===== src/rtl/rphr_pkg.sv =====
// rphr_pkg: shared constants and the word carried along the divider chain
// of ranged_position_hash_random. no dependencies.
`default_nettype none

package rphr_pkg;

  localparam int unsigned Width    = 32;
  localparam int unsigned NumCells = Width;

  // hash constants
  localparam logic [Width-1:0] KeyMul1  = 32'd1913;
  localparam logic [Width-1:0] KeyMul2  = 32'd757;
  localparam logic [Width-1:0] MixMul   = 32'd73;
  localparam logic [Width-1:0] MixXor   = 32'd326881591;
  localparam logic [Width-1:0] Mod7213  = 32'd7213;
  localparam int unsigned      MixShift = 16;

  // reciprocal of 7213, floor(2^44 / 7213), fits in 32 bits
  localparam int unsigned      RecipShift = 44;
  localparam longint unsigned  RecipWide  = (64'd1 << RecipShift) / 64'd7213;
  localparam logic [Width-1:0] Recip7213  = RecipWide[Width-1:0];

  localparam logic [Width-1:0] MinS32 = 32'h8000_0000;
  localparam logic [Width-1:0] MaxS32 = 32'h7FFF_FFFF;

  // word handed from cell to cell in the remainder chain
  typedef struct packed {
    logic [Width-1:0] lo;    // lower bound after swap
    logic             full;  // full signed range, return raw hash
    logic [Width-1:0] hash;  // raw hash
    logic             neg;   // hash is negative
    logic [Width-1:0] num;   // remaining dividend bits, msb first
    logic [Width-1:0] rem;   // partial remainder
    logic [Width-1:0] den;   // magnitude of the span
  } div_t;

endpackage

`default_nettype wire


===== src/rtl/rphr_div_cell.sv =====
// rphr_div_cell: one restoring remainder step, holds one word and hands it
// to the next cell. depends on rphr_pkg.
`default_nettype none

module rphr_div_cell (
  input  logic           clk_i,
  input  logic           rst_ni,
  input  logic           valid_i,
  output logic           ready_o,
  input  rphr_pkg::div_t data_i,
  output logic           valid_o,
  input  logic           ready_i,
  output rphr_pkg::div_t data_o
);

  localparam int unsigned W = rphr_pkg::Width;

  logic           valid_q;
  rphr_pkg::div_t data_q, data_d;
  logic [W:0]     trial;

  assign ready_o = !valid_q || ready_i;
  assign valid_o = valid_q;
  assign data_o  = data_q;

  always_comb begin
    data_d     = data_i;
    trial      = {data_i.rem, data_i.num[W-1]};
    data_d.num = data_i.num << 1;
    if (trial >= {1'b0, data_i.den}) begin
      data_d.rem = W'(trial - {1'b0, data_i.den});
    end else begin
      data_d.rem = trial[W-1:0];
    end
  end

  always_ff @(posedge clk_i or negedge rst_ni) begin
    if (!rst_ni) begin
      valid_q <= 1'b0;
    end else if (ready_o) begin
      valid_q <= valid_i;
    end
  end

  always_ff @(posedge clk_i) begin
    if (ready_o) begin
      data_q <= data_d;
    end
  end

endmodule

`default_nettype wire

===== config.mk =====
export PLATFORM = sky130hd
export DESIGN_NAME = rphr_div_cell
export DESIGN_NICKNAME = d
export VERILOG_FILES = /design/src/rtl/rphr_pkg.sv /design/src/rtl/rphr_div_cell.sv
export SDC_FILE = /design/constraint.sdc
export NUM_CORES = 1
export LEC_CHECK = 0
export ABC_CLOCK_PERIOD_IN_PS = 11600
export BUFFER_PORTS_ARGS = -buffer_cell sky130_fd_sc_hd__buf_2
export CAP_MARGIN = 20
export CORE_ASPECT_RATIO = 0.9
export CORE_UTILIZATION = 33
export DETAILED_ROUTE_END_ITERATION = 10
export SYNTH_ARGS = -nofsm -noshare
export SYNTH_HDL_FRONTEND = slang
export SYNTH_SLANG_ARGS = --single-unit

===== constraint.sdc =====
create_clock -name clk_i -period 11.6 [get_ports clk_i]
set_input_delay 2.32 -clock clk_i [delete_from_list [all_inputs] [get_ports clk_i]]
set_output_delay 2.32 -clock clk_i [all_outputs]
set_load 0.03 [all_outputs]

==> metrics <==
outcome complete, no violations; met3 wire len 1680 um; CTS Buf Count 17; antenna violations before repair 5; Final TNS setup 0 ns; CTS H-Tree Depth 4; post-detail-place hpwl about 15000 um; Die X between 150 and 200 um; pwr dens 170 nW/um^2; port buffer count about 330; Crit. End Element output pin; Critical Path, Cell by Cell buf_2 > nand2b_4 > buf_2; clk_skew 0.00649 ns; top post-synthesis cells by area edfxtp_1 68%, ha_1 5.7%, inv_1 2.4%; Clk Latency, worst-skew pair 0.42 ns; max_slew headroom 0.379; CORE AREA about 21000 um^2; CP max-delay cell nand2b_4; CTS max path bufs 2; Clock transition at path regs approximately 0.070 ns; Ys Warns 0; post-synth top area share 0.683; predominant post-synthesis flop cell edfxtp_1; Crit path top cell by count buf_2; worst-path maximum fanout 34; largest net degree at the start of global routing between 70 and 80; post-synthesis sequential area ratio 0.686; required time worst endpoint around 9.3 ns; top sig layer met5; CTS sink cnt about 160; starting density of the core 0.339; routed via count 5255; drt first-iter violations ~250; final setup vio count 0; P_leak ~4.3 nW; final hold slack slightly below 1 ns; cell count after synthesis between 500 and 600; DRC viols 0; vias in the first global route between 5000 and 6000; critical path class primary input to output pin; post-synth net total 710; Synth Register Bits between 150 and 200; Worst Max-Slew Pin Slew ~0.93 ns; IO Pins 330; vias per cell between 4 and 5; Root Buffer clkbuf_16; total gr overflow 0; Hold Fails Final Rpt 0; WP data arrival about 3.1 ns; worst hold path class flop to flop; share of cells above drive strength 1 0.431; Post-Syn Area about 7000 um^2; CP bufs+invs 2; RSZ-0062 raised after global routing no; gpl congestion about 0.8; Final Net Count ~1000; slowest stage delay, CP 0.41 ns; period utilization 0.470; Max IR drop VDD between 90 and 100 uV; post-CTS sizing 0; FMAX about 0.18 GHz; post-synth top area cell edfxtp_1; M1 WL about 7700 um; die area roughly 22000 um^2; CTS tree done; row count 50; die height approximately 140 um; met2 wire length between 9000 and 10000 um; fin crit period 5.45 ns; CTS Hold Bufs 0; GRT Total Usage 0.173; postcts setup bufs 0; Layout area overhead 36.2%; TritonRoute pass-1 iters 4; number of enable flip-flop cells after synthesis roughly 160; routed len/inst between 15 and 20 um; asr flop ratio synth 0.00617; crit-path leading delay family simple AND/OR/NAND/NOR gates; Max Cap Violations 0; distinct cell type count after synthesis 49; CP startpoint kind primary input; total wire length 19400 um; max-slew violation count 0; first-pass GRT wire length roughly 28000 um; Routed Antenna Nets 0; syn avg cell area roughly 14 um^2
path summary, 6_finish.rpt:
kind,from,to,slack [ns],cells after the start
worst max-delay path,ready_i,ready_o,6.15,3
worst min-delay path,valid_o,data_o[6],0.99,1
worst max register to register,valid_o,data_o[89],8.83,3
worst min register to register,valid_o,data_o[6],0.99,1
max in group asynchronous,rst_ni,valid_o,9.84,1
min in group asynchronous,rst_ni,valid_o,1.67,1
cell usage after synthesis (all sizes together) (3+ instances only):
master	number
a211oi	4
a21o	7
a21oi	30
a31oi	4
a41oi	3
buf	4
clkbuf	12
edfxtp	161
ha	32
inv	46
mux2	5
nand2	46
nand2b	7
nand3	5
nand4	8
nor2	17
nor3	5
o2111ai	3
o211ai	5
o21a	8
o21ai	38
o21bai	5
o31ai	4
xnor2	13
xor2	13
where the power goes:
part           total, mW  switching, mW  internal (mW)
Combinational      0.339          0.231          0.107
Clock              0.574          0.249          0.325
Sequential         0.723         0.0125          0.710
Total               1.64          0.493           1.14
per-stage QoR:
stage | power (mW) | std cells | area [um^2] | setup slack [ns] | util
after floorplan | 0.968 | 511 | 7080 | 2.86 | -
after global placement | 1.07 | 1112 | 9050 | 6.12 | 0.433
after detailed placement | 1.08 | 1112 | 9050 | 6.12 | 0.433
after CTS | 1.66 | 1144 | 9640 | 6.12 | 0.461
after global routing | 1.70 | 1144 | 9640 | 6.10 | 0.461
final | 1.64 | 1146 | 9650 | 6.15 | 0.462
sequential cells by signal, summed over array words and instances (netlist names):
signal / flops
data_o: 161
valid_o: 1
layout by cell type (no fill, tap or decap), drive strengths merged, types with 3 or more instances in the layout:
cell type  synthesis  final
nand2             46     46
o2111ai            3      3
inv               46     55
o21a               8      8
nand3              5      5
a21o               7      7
buf                4    331
xor2              13     13
a211oi             4      4
nor3               5      5
o21bai             5      5
a21oi             30     30
o31ai              4      4
nand2b             7      7
a31oi              4      4
nand4              8      8
xnor2             13     13
edfxtp           161    161
ha                32     32
o211ai             5      5
a41oi              3      3
clkbuf            12     18
o21ai             38     38
nor2              17     17
mux2               5      5
area by class of cell:
class                      instances  area (um^2)
clock inverter                    14          163
sequential                       162         4860
inverter                          46          173
tap                              286          358
clock buffer                      18          429
fill                            2004        11200
timing repair buffer             331         1660
antenna                            2         5.00
multi-input combinational        287         2000
layer usage:
metal  track usage  up-vias
li1              -     2581
met1         0.202     2432
met2         0.299      216
met3        0.0658       20
met4        0.0433        6
met5             0        -
kinds of logic (layout without fill, tap and decap cells):
logic type / after synthesis / count (layout) / share of synthesized area
multiplexers: 5 / 5 / 0.00795
adder cells (fa/ha/maj): 33 / 33 / 0.0594
flip-flops: 162 / 162 / 0.686
buffers and inverters: 62 / 409 / 0.0346
AO/OA/AOI/OAI: 123 / 123 / 0.115
other: 1 / 3 / 0.000529
AND/OR/NAND/NOR: 99 / 99 / 0.0647
XOR/XNOR: 26 / 26 / 0.0322
Power figures use the tool's default switching activity.
