<file path="src/rtl/rphr_pkg.sv">
// rphr_pkg: shared constants and the word carried along the divider chain
// of ranged_position_hash_random. no dependencies.
`default_nettype none

package rphr_pkg;

  localparam int unsigned Width    = 32;
  localparam int unsigned NumCells = Width;

  // hash constants
  localparam logic [Width-1:0] KeyMul1  = 32'd1913;
  localparam logic [Width-1:0] KeyMul2  = 32'd757;
  localparam logic [Width-1:0] MixMul   = 32'd73;
  localparam logic [Width-1:0] MixXor   = 32'd326881591;
  localparam logic [Width-1:0] Mod7213  = 32'd7213;
  localparam int unsigned      MixShift = 16;

  // reciprocal of 7213, floor(2^44 / 7213), fits in 32 bits
  localparam int unsigned      RecipShift = 44;
  localparam longint unsigned  RecipWide  = (64'd1 << RecipShift) / 64'd7213;
  localparam logic [Width-1:0] Recip7213  = RecipWide[Width-1:0];

  localparam logic [Width-1:0] MinS32 = 32'h8000_0000;
  localparam logic [Width-1:0] MaxS32 = 32'h7FFF_FFFF;

  // word handed from cell to cell in the remainder chain
  typedef struct packed {
    logic [Width-1:0] lo;    // lower bound after swap
    logic             full;  // full signed range, return raw hash
    logic [Width-1:0] hash;  // raw hash
    logic             neg;   // hash is negative
    logic [Width-1:0] num;   // remaining dividend bits, msb first
    logic [Width-1:0] rem;   // partial remainder
    logic [Width-1:0] den;   // magnitude of the span
  } div_t;

endpackage

`default_nettype wire

</file>
<file path="src/rtl/rphr_hash.sv">
// rphr_hash: six-stage front end, bound swap, seed and mixing hash,
// emits the first word of the remainder chain. depends on rphr_pkg.
`default_nettype none

module rphr_hash (
  input  logic                         clk_i,
  input  logic                         rst_ni,
  input  logic                         valid_i,
  output logic                         ready_o,
  input  logic [rphr_pkg::Width-1:0]   low_bound_i,
  input  logic [rphr_pkg::Width-1:0]   high_bound_i,
  input  logic [rphr_pkg::Width-1:0]   first_key_i,
  input  logic [rphr_pkg::Width-1:0]   second_key_i,
  input  logic [rphr_pkg::Width-1:0]   elapsed_time_i,
  input  logic                         has_user_seed_i,
  input  logic [rphr_pkg::Width-1:0]   user_seed_i,
  input  logic                         has_time_override_i,
  input  logic [rphr_pkg::Width-1:0]   time_override_i,
  output logic                         valid_o,
  input  logic                         ready_i,
  output rphr_pkg::div_t               data_o
);

  localparam int unsigned W = rphr_pkg::Width;
  localparam int unsigned QBits = 2 * W - rphr_pkg::RecipShift;

  logic [6:1] v_q;
  logic [6:1] rdy;

  // stage registers
  logic [W-1:0] s1_lo_q, s1_hi_q, s1_keys_q, s1_useed_q, s1_t_q;
  logic         s1_seed_q;
  logic [W-1:0] s2_a_q, s2_lo_q, s2_span_q;
  logic         s2_full_q;
  logic [W-1:0] s3_x_q, s3_a_q, s3_abs_q, s3_lo_q, s3_den_q;
  logic [2*W-1:0] s3_prod_q;
  logic         s3_neg_q, s3_full_q;
  logic [W-1:0] s4_r_q, s4_x_q, s4_a_q, s4_lo_q, s4_den_q;
  logic         s4_neg_q, s4_full_q;
  logic [W-1:0] s5_b_q, s5_lo_q, s5_den_q;
  logic         s5_full_q;
  rphr_pkg::div_t s6_q;

  assign rdy[6] = !v_q[6] || ready_i;
  assign rdy[5] = !v_q[5] || rdy[6];
  assign rdy[4] = !v_q[4] || rdy[5];
  assign rdy[3] = !v_q[3] || rdy[4];
  assign rdy[2] = !v_q[2] || rdy[3];
  assign rdy[1] = !v_q[1] || rdy[2];
  assign ready_o = rdy[1];
  assign valid_o = v_q[6];
  assign data_o  = s6_q;

  always_ff @(posedge clk_i or negedge rst_ni) begin
    if (!rst_ni) begin
      v_q <= '0;
    end else begin
      if (rdy[1]) v_q[1] <= valid_i;
      if (rdy[2]) v_q[2] <= v_q[1];
      if (rdy[3]) v_q[3] <= v_q[2];
      if (rdy[4]) v_q[4] <= v_q[3];
      if (rdy[5]) v_q[5] <= v_q[4];
      if (rdy[6]) v_q[6] <= v_q[5];
    end
  end

  // stage 1: swap, key products, time select
  logic swap;
  assign swap = $signed(low_bound_i) > $signed(high_bound_i);

  always_ff @(posedge clk_i) begin
    if (rdy[1]) begin
      s1_lo_q    <= swap ? high_bound_i : low_bound_i;
      s1_hi_q    <= swap ? low_bound_i : high_bound_i;
      s1_keys_q  <= W'(first_key_i * rphr_pkg::KeyMul1)
                  ^ W'(second_key_i * rphr_pkg::KeyMul2);
      s1_seed_q  <= has_user_seed_i;
      s1_useed_q <= user_seed_i;
      s1_t_q     <= (has_user_seed_i && has_time_override_i) ? time_override_i
                                                             : elapsed_time_i;
    end
  end

  // stage 2: seed, first mix, span and full-range flag
  logic [W-1:0] seed, tmix;
  always_comb begin
    seed = s1_keys_q;
    if (s1_seed_q) begin
      seed = s1_useed_q[W-1] ? (W'(0) - s1_useed_q) : (s1_keys_q + s1_useed_q);
    end
    tmix = (s1_t_q << 7) ^ {{2{s1_t_q[W-1]}}, s1_t_q[W-1:2]} ^ s1_t_q;
  end

  always_ff @(posedge clk_i) begin
    if (rdy[2]) begin
      s2_a_q    <= seed + tmix;
      s2_lo_q   <= s1_lo_q;
      s2_span_q <= s1_hi_q - s1_lo_q + W'(1);
      s2_full_q <= (s1_lo_q == rphr_pkg::MinS32) && (s1_hi_q == rphr_pkg::MaxS32);
    end
  end

  // stage 3: constant multiply and reciprocal product for the mod 7213
  logic [W-1:0] a_abs;
  assign a_abs = s2_a_q[W-1] ? (W'(0) - s2_a_q) : s2_a_q;

  always_ff @(posedge clk_i) begin
    if (rdy[3]) begin
      s3_x_q    <= W'(s2_a_q * rphr_pkg::MixMul) ^ rphr_pkg::MixXor;
      s3_a_q    <= s2_a_q;
      s3_abs_q  <= a_abs;
      s3_neg_q  <= s2_a_q[W-1];
      s3_prod_q <= {{W{1'b0}}, a_abs} * {{W{1'b0}}, rphr_pkg::Recip7213};
      s3_lo_q   <= s2_lo_q;
      s3_full_q <= s2_full_q;
      s3_den_q  <= s2_span_q[W-1] ? (W'(0) - s2_span_q) : s2_span_q;
    end
  end

  // stage 4: residue from the quotient estimate, below twice 7213
  logic [QBits-1:0] quot;
  assign quot = s3_prod_q[2*W-1:rphr_pkg::RecipShift];

  always_ff @(posedge clk_i) begin
    if (rdy[4]) begin
      s4_r_q    <= s3_abs_q - W'({{(W-QBits){1'b0}}, quot} * rphr_pkg::Mod7213);
      s4_x_q    <= s3_x_q;
      s4_a_q    <= s3_a_q;
      s4_neg_q  <= s3_neg_q;
      s4_lo_q   <= s3_lo_q;
      s4_full_q <= s3_full_q;
      s4_den_q  <= s3_den_q;
    end
  end

  // stage 5: correction, sign, second mix sum
  logic [W-1:0] r_fix, r_sgn;
  always_comb begin
    r_fix = (s4_r_q >= rphr_pkg::Mod7213) ? (s4_r_q - rphr_pkg::Mod7213) : s4_r_q;
    r_sgn = s4_neg_q ? (W'(0) - r_fix) : r_fix;
  end

  always_ff @(posedge clk_i) begin
    if (rdy[5]) begin
      s5_b_q    <= s4_x_q + r_sgn + s4_a_q;
      s5_lo_q   <= s4_lo_q;
      s5_full_q <= s4_full_q;
      s5_den_q  <= s4_den_q;
    end
  end

  // stage 6: final mix, start word for the chain
  logic [W-1:0] c_mix, d_mix;
  always_comb begin
    c_mix = s5_b_q ^ (s5_b_q << 7) ^ {{2{s5_b_q[W-1]}}, s5_b_q[W-1:2]};
    d_mix = {{rphr_pkg::MixShift{c_mix[W-1]}}, c_mix[W-1:rphr_pkg::MixShift]} ^ c_mix;
  end

  always_ff @(posedge clk_i) begin
    if (rdy[6]) begin
      s6_q.lo   <= s5_lo_q;
      s6_q.full <= s5_full_q;
      s6_q.hash <= d_mix;
      s6_q.neg  <= d_mix[W-1];
      s6_q.num  <= d_mix[W-1] ? (W'(0) - d_mix) : d_mix;
      s6_q.rem  <= '0;
      s6_q.den  <= s5_den_q;
    end
  end

endmodule

`default_nettype wire

</file>
<file path="config.mk">
export PLATFORM = sky130hd
export DESIGN_NAME = rphr_hash
export DESIGN_NICKNAME = d
export VERILOG_FILES = /design/src/rtl/rphr_pkg.sv /design/src/rtl/rphr_hash.sv
export SDC_FILE = /design/constraint.sdc
export NUM_CORES = 2
export LEC_CHECK = 0
export ABC_AREA = 1
export BUFFER_PORTS_ARGS = -buffer_cell sky130_fd_sc_hd__buf_4
export CORE_MARGIN = 1.5
export CORE_UTILIZATION = 60
export DETAILED_ROUTE_END_ITERATION = 6
export MAX_ROUTING_LAYER = met4
export PLACE_DENSITY = 0.83
export SLEW_MARGIN = 15
export SYNTH_ARGS = -nofsm -noshare
export SYNTH_HDL_FRONTEND = slang
export SYNTH_SLANG_ARGS = --single-unit
</file>
<file path="constraint.sdc">
create_clock -name clk_i -period 35.3 [get_ports clk_i]
set_input_delay 1.765 -clock clk_i [delete_from_list [all_inputs] [get_ports clk_i]]
set_output_delay 1.765 -clock clk_i [all_outputs]
set_load 0.005 [all_outputs]
</file>
==> impl_metrics.prom <==
# TYPE chip_impl_metric gauge
chip_impl_metric{name="synth_warnings",unit=""} 0
chip_impl_metric{name="cts.sink_count",unit=""} 798
chip_impl_info{name="postSynth.topFlopCell",value="sky130_fd_sc_hd__edfxtp_1"} 1
chip_impl_metric{name="clock_tree.buffer_depth",unit=""} 3
chip_impl_metric{name="max_reg_flops",unit=""} 96
chip_impl_info{name="worst-setup-path-type",value="flip-flop to flip-flop"} 1
chip_impl_metric{name="path_max_fanout",unit=""} 14
chip_impl_info{name="yosys.area.top_type",value="sky130_fd_sc_hd__edfxtp_1"} 1
chip_impl_metric{name="drive_gt1_share",unit="%"} 7.30
chip_impl_info{name="synth_top_family_by_area",value="adder cells"} 1
chip_impl_metric{name="grt_max_degree",unit=""} 85
chip_impl_metric{name="post-route-worst-setup-slack",unit="ns"} 25.75
chip_impl_metric{name="ant_nets",unit=""} 0
chip_impl_metric{name="simple_gate_portion_of_the_synthesized_area",unit="%"} 11.0
chip_impl_metric{name="htree_levels",unit=""} 3
chip_impl_info{name="run_status",value="completed"} 1
chip_impl_metric{name="sum_of_net_half_perimeters_after_detailed_placement",unit="microns"} 195000
chip_impl_metric{name="post_drt_via_cell_ratio",unit=""} 5.64
chip_impl_metric{name="required_time_of_the_worst_setup_path",unit="ns"} 35.70
chip_impl_metric{name="synth.ff_latch_count",unit=""} 798
chip_impl_metric{name="worstMarginPinSlew",unit="ns"} 1.10
chip_impl_metric{name="design.final.nets",unit=""} 10700
chip_impl_metric{name="post_cts_setup_driven_buffer_insertion_count",unit=""} 0
chip_impl_info{name="synthTopCellsByCount",value="sky130_fd_sc_hd__inv_1, sky130_fd_sc_hd__nand2_1, sky130_fd_sc_hd__ha_1, sky130_fd_sc_hd__fa_1, sky130_fd_sc_hd__edfxtp_1"} 1
chip_impl_metric{name="globalRouteOverflowTotal",unit=""} 0
chip_impl_metric{name="ys_seq_area_share",unit="%"} 29.9
chip_impl_metric{name="std_cell_rows",unit=""} 133
chip_impl_metric{name="number_of_global_route_vias_before_repair",unit=""} 60600
chip_impl_info{name="critPathLaunchType",value="flip-flop"} 1
chip_impl_metric{name="synthesized_area_fraction_occupied_by_adder_cells",unit="%"} 36.4
chip_impl_metric{name="ys_async_sr_fraction",unit="%"} 0.752
chip_impl_info{name="rsz0062_at_grt",value="false"} 1
chip_impl_metric{name="final-setup-viol-count",unit=""} 0
chip_impl_metric{name="via_count",unit=""} 59000
chip_impl_metric{name="port_bufs",unit=""} 358
chip_impl_metric{name="drt_first_pass_iters",unit=""} 7
chip_impl_metric{name="initial_core_util",unit="%"} 60.6
chip_impl_metric{name="dieWidth",unit="microns"} 368
chip_impl_metric{name="timing.final.crit_period",unit="ns"} 9.55
chip_impl_metric{name="ctsResizeCount",unit=""} 0
chip_impl_info{name="cts_tree",value="built"} 1
chip_impl_metric{name="final-instance-count-excl-fill",unit=""} 10500
chip_impl_metric{name="placeableCoreArea",unit="sq um"} 132000
chip_impl_metric{name="slew_headroom",unit="%"} 26.8
chip_impl_metric{name="syn_area",unit="sq um"} 80000
chip_impl_info{name="hold_path_class",value="flip-flop to flip-flop"} 1
chip_impl_metric{name="detail_route.wl_per_cell",unit="microns"} 22.5
chip_impl_metric{name="detailedRoute.firstIterationViolations",unit=""} 5432
chip_impl_info{name="timing.critical_path.mode_cell",value="sky130_fd_sc_hd__inv_1"} 1
chip_impl_metric{name="syn_avg_cell_area",unit="sq um"} 9.70
chip_impl_metric{name="routed_wirelength",unit="microns"} 235000
chip_impl_metric{name="critPathArrivalTime",unit="ns"} 9.95
chip_impl_metric{name="maxClockFrequency",unit="MHz"} 105
chip_impl_metric{name="grt_antenna_before_repair",unit=""} 14
chip_impl_metric{name="cp.buffers_inverters",unit=""} 10
chip_impl_metric{name="groute.usage.overall",unit="%"} 36.2
chip_impl_metric{name="gp_congestion",unit=""} 1.06
chip_impl_metric{name="slew_viol_final",unit=""} 0
chip_impl_metric{name="max_stage_delay",unit="ns"} 0.69
chip_impl_metric{name="fp.dieArea",unit="sq um"} 136000
chip_impl_info{name="cp_top_family",value="adder cells"} 1
chip_impl_info{name="capturing_element_type_of_the_critical_path",value="flip-flop"} 1
chip_impl_metric{name="post_synth_xor_area_fraction",unit="%"} 5.88
chip_impl_metric{name="synthMuxAreaShare",unit="%"} 0.450
chip_impl_info{name="synth.most_common_cell",value="sky130_fd_sc_hd__inv_1"} 1
chip_impl_metric{name="hold_violations",unit=""} 0
chip_impl_metric{name="clock_insertion_delay_worst_skew",unit="ns"} 0.69
chip_impl_metric{name="fraction_of_post_synthesis_cell_area_in_the_top_cell_type_by_area",unit="%"} 29.7
chip_impl_metric{name="floorplan.io_pins",unit=""} 394
chip_impl_metric{name="die_y",unit="microns"} 368
chip_impl_metric{name="max_cap_viol_count",unit=""} 0
chip_impl_metric{name="final.setup_skew",unit="ns"} 0.0557
chip_impl_metric{name="tns",unit="ns"} 0
chip_impl_metric{name="sequential_cell_area",unit="sq um"} 23900
chip_impl_info{name="netlist_top_cells_area",value="sky130_fd_sc_hd__edfxtp_1, sky130_fd_sc_hd__fa_1, sky130_fd_sc_hd__ha_1"} 1
chip_impl_metric{name="fillerInstances",unit=""} 10100
chip_impl_metric{name="drc_errors",unit=""} 0
chip_impl_info{name="cpMaxStageDelayCell",value="sky130_fd_sc_hd__xor2_2"} 1
chip_impl_metric{name="yosys.cell_types.count",unit=""} 55
chip_impl_metric{name="cts_buffers",unit=""} 79
chip_impl_metric{name="grt_pass1_wl",unit="microns"} 358000
chip_impl_metric{name="dpl.cell_count",unit=""} 10300
chip_impl_metric{name="synth_compound_area_share",unit="%"} 6.11
chip_impl_metric{name="timing.reg2reg.setup_slack",unit="ns"} 25.75
chip_impl_metric{name="final.period_utilization",unit="%"} 27.1
chip_impl_metric{name="dp_worst_setup_slack",unit="ns"} 25.74
chip_impl_metric{name="synth-edff-count",unit=""} 792
chip_impl_info{name="cts-root-buf",value="sky130_fd_sc_hd__clkbuf_16"} 1
chip_impl_metric{name="worst_setup_hold_path_clk_slew",unit="ns"} 0.07
chip_impl_metric{name="syn_inst",unit=""} 8250
chip_impl_metric{name="holdBufCountCts",unit=""} 0
chip_impl_metric{name="multi_input_area",unit="sq um"} 48000
chip_impl_metric{name="areaGrowthSynthToFinish",unit="%"} 9.21
per-stage QoR:
step	hold slack [ns]	cell area (sq um)	utilization, %
after floorplan	0.400	80100	-
after global placement	0.401	84700	64.2
after detailed placement	0.405	84700	64.2
after CTS	0.391	87300	66.2
after global routing	0.398	87400	66.2
final	0.388	87400	66.2
per-layer routing:
metal	up-vias	global-route usage [%]	wire length [microns]
met2	2796	57.1	109000
met3	538	6.54	19700
met4	0	14.3	11500
met1	28600	46.4	94700
li1	27100	-	-
met5	-	-	0
kinds of logic after synthesis:
kind of cell | Yosys count
AND/OR/NAND/NOR | 2058
XOR/XNOR | 537
adder cells (fa/ha/maj) | 1827
buffers and inverters | 2120
flip-flops | 798
other | 1
AO/OA/AOI/OAI | 877
multiplexers | 32
final cells by class:
cell class / instances / share of cell area (%)
multi-input combinational: 5366 / 55.0
clock inverter: 48 / 0.634
inverter: 1994 / 8.59
clock buffer: 94 / 2.34
tap: 1755 / 2.51
timing repair buffer: 410 / 3.52
antenna: 9 / 0.0258
sequential: 798 / 27.4
path summary, 6_finish.rpt:
check / cells past startpoint / end / startpoint
max: 36 / s3_prod_q[54] / s2_a_q[0]
min: 0 / s4_x_q[23] / s3_x_q[23]
max reg2reg: 36 / s3_prod_q[54] / s2_a_q[0]
min reg2reg: 0 / s4_x_q[23] / s3_x_q[23]
max in group asynchronous: 1 / v_q[4] / rst_ni
min in group asynchronous: 1 / v_q[6] / rst_ni
cell usage in the layout, fill, tap and decap left out, types with 43 or more instances in the layout:
cell	synthesis	final
sky130_fd_sc_hd__clkbuf_16	0	79
sky130_fd_sc_hd__inv_1	1982	1977
sky130_fd_sc_hd__nand4_1	129	129
sky130_fd_sc_hd__a21oi_1	413	413
sky130_fd_sc_hd__o21ai_0	261	259
sky130_fd_sc_hd__nor2_1	470	470
sky130_fd_sc_hd__ha_1	995	995
sky130_fd_sc_hd__nor3_1	76	76
sky130_fd_sc_hd__xor2_1	324	319
sky130_fd_sc_hd__xnor2_1	213	213
sky130_fd_sc_hd__a21o_1	43	43
sky130_fd_sc_hd__edfxtp_1	792	792
sky130_fd_sc_hd__nand3_1	225	223
sky130_fd_sc_hd__fa_1	832	832
sky130_fd_sc_hd__buf_4	68	410
sky130_fd_sc_hd__nand2_1	1056	1053
worst reg2reg max path: cells and delay by family (launching register included):
kind | cells | cell delay (ns)
xor gates and xnor gates | 2 | 0.86
AOI/OAI and AO/OA | 2 | 0.59
buffers and inverters | 10 | 1.37
DFF | 1 | 0.35
and+or+nand+nor | 12 | 1.81
adders and majority gates | 10 | 4.33
Power is not shown: default switching activity piles up to over one toggle a cycle in this logic, so the estimate is an artifact.
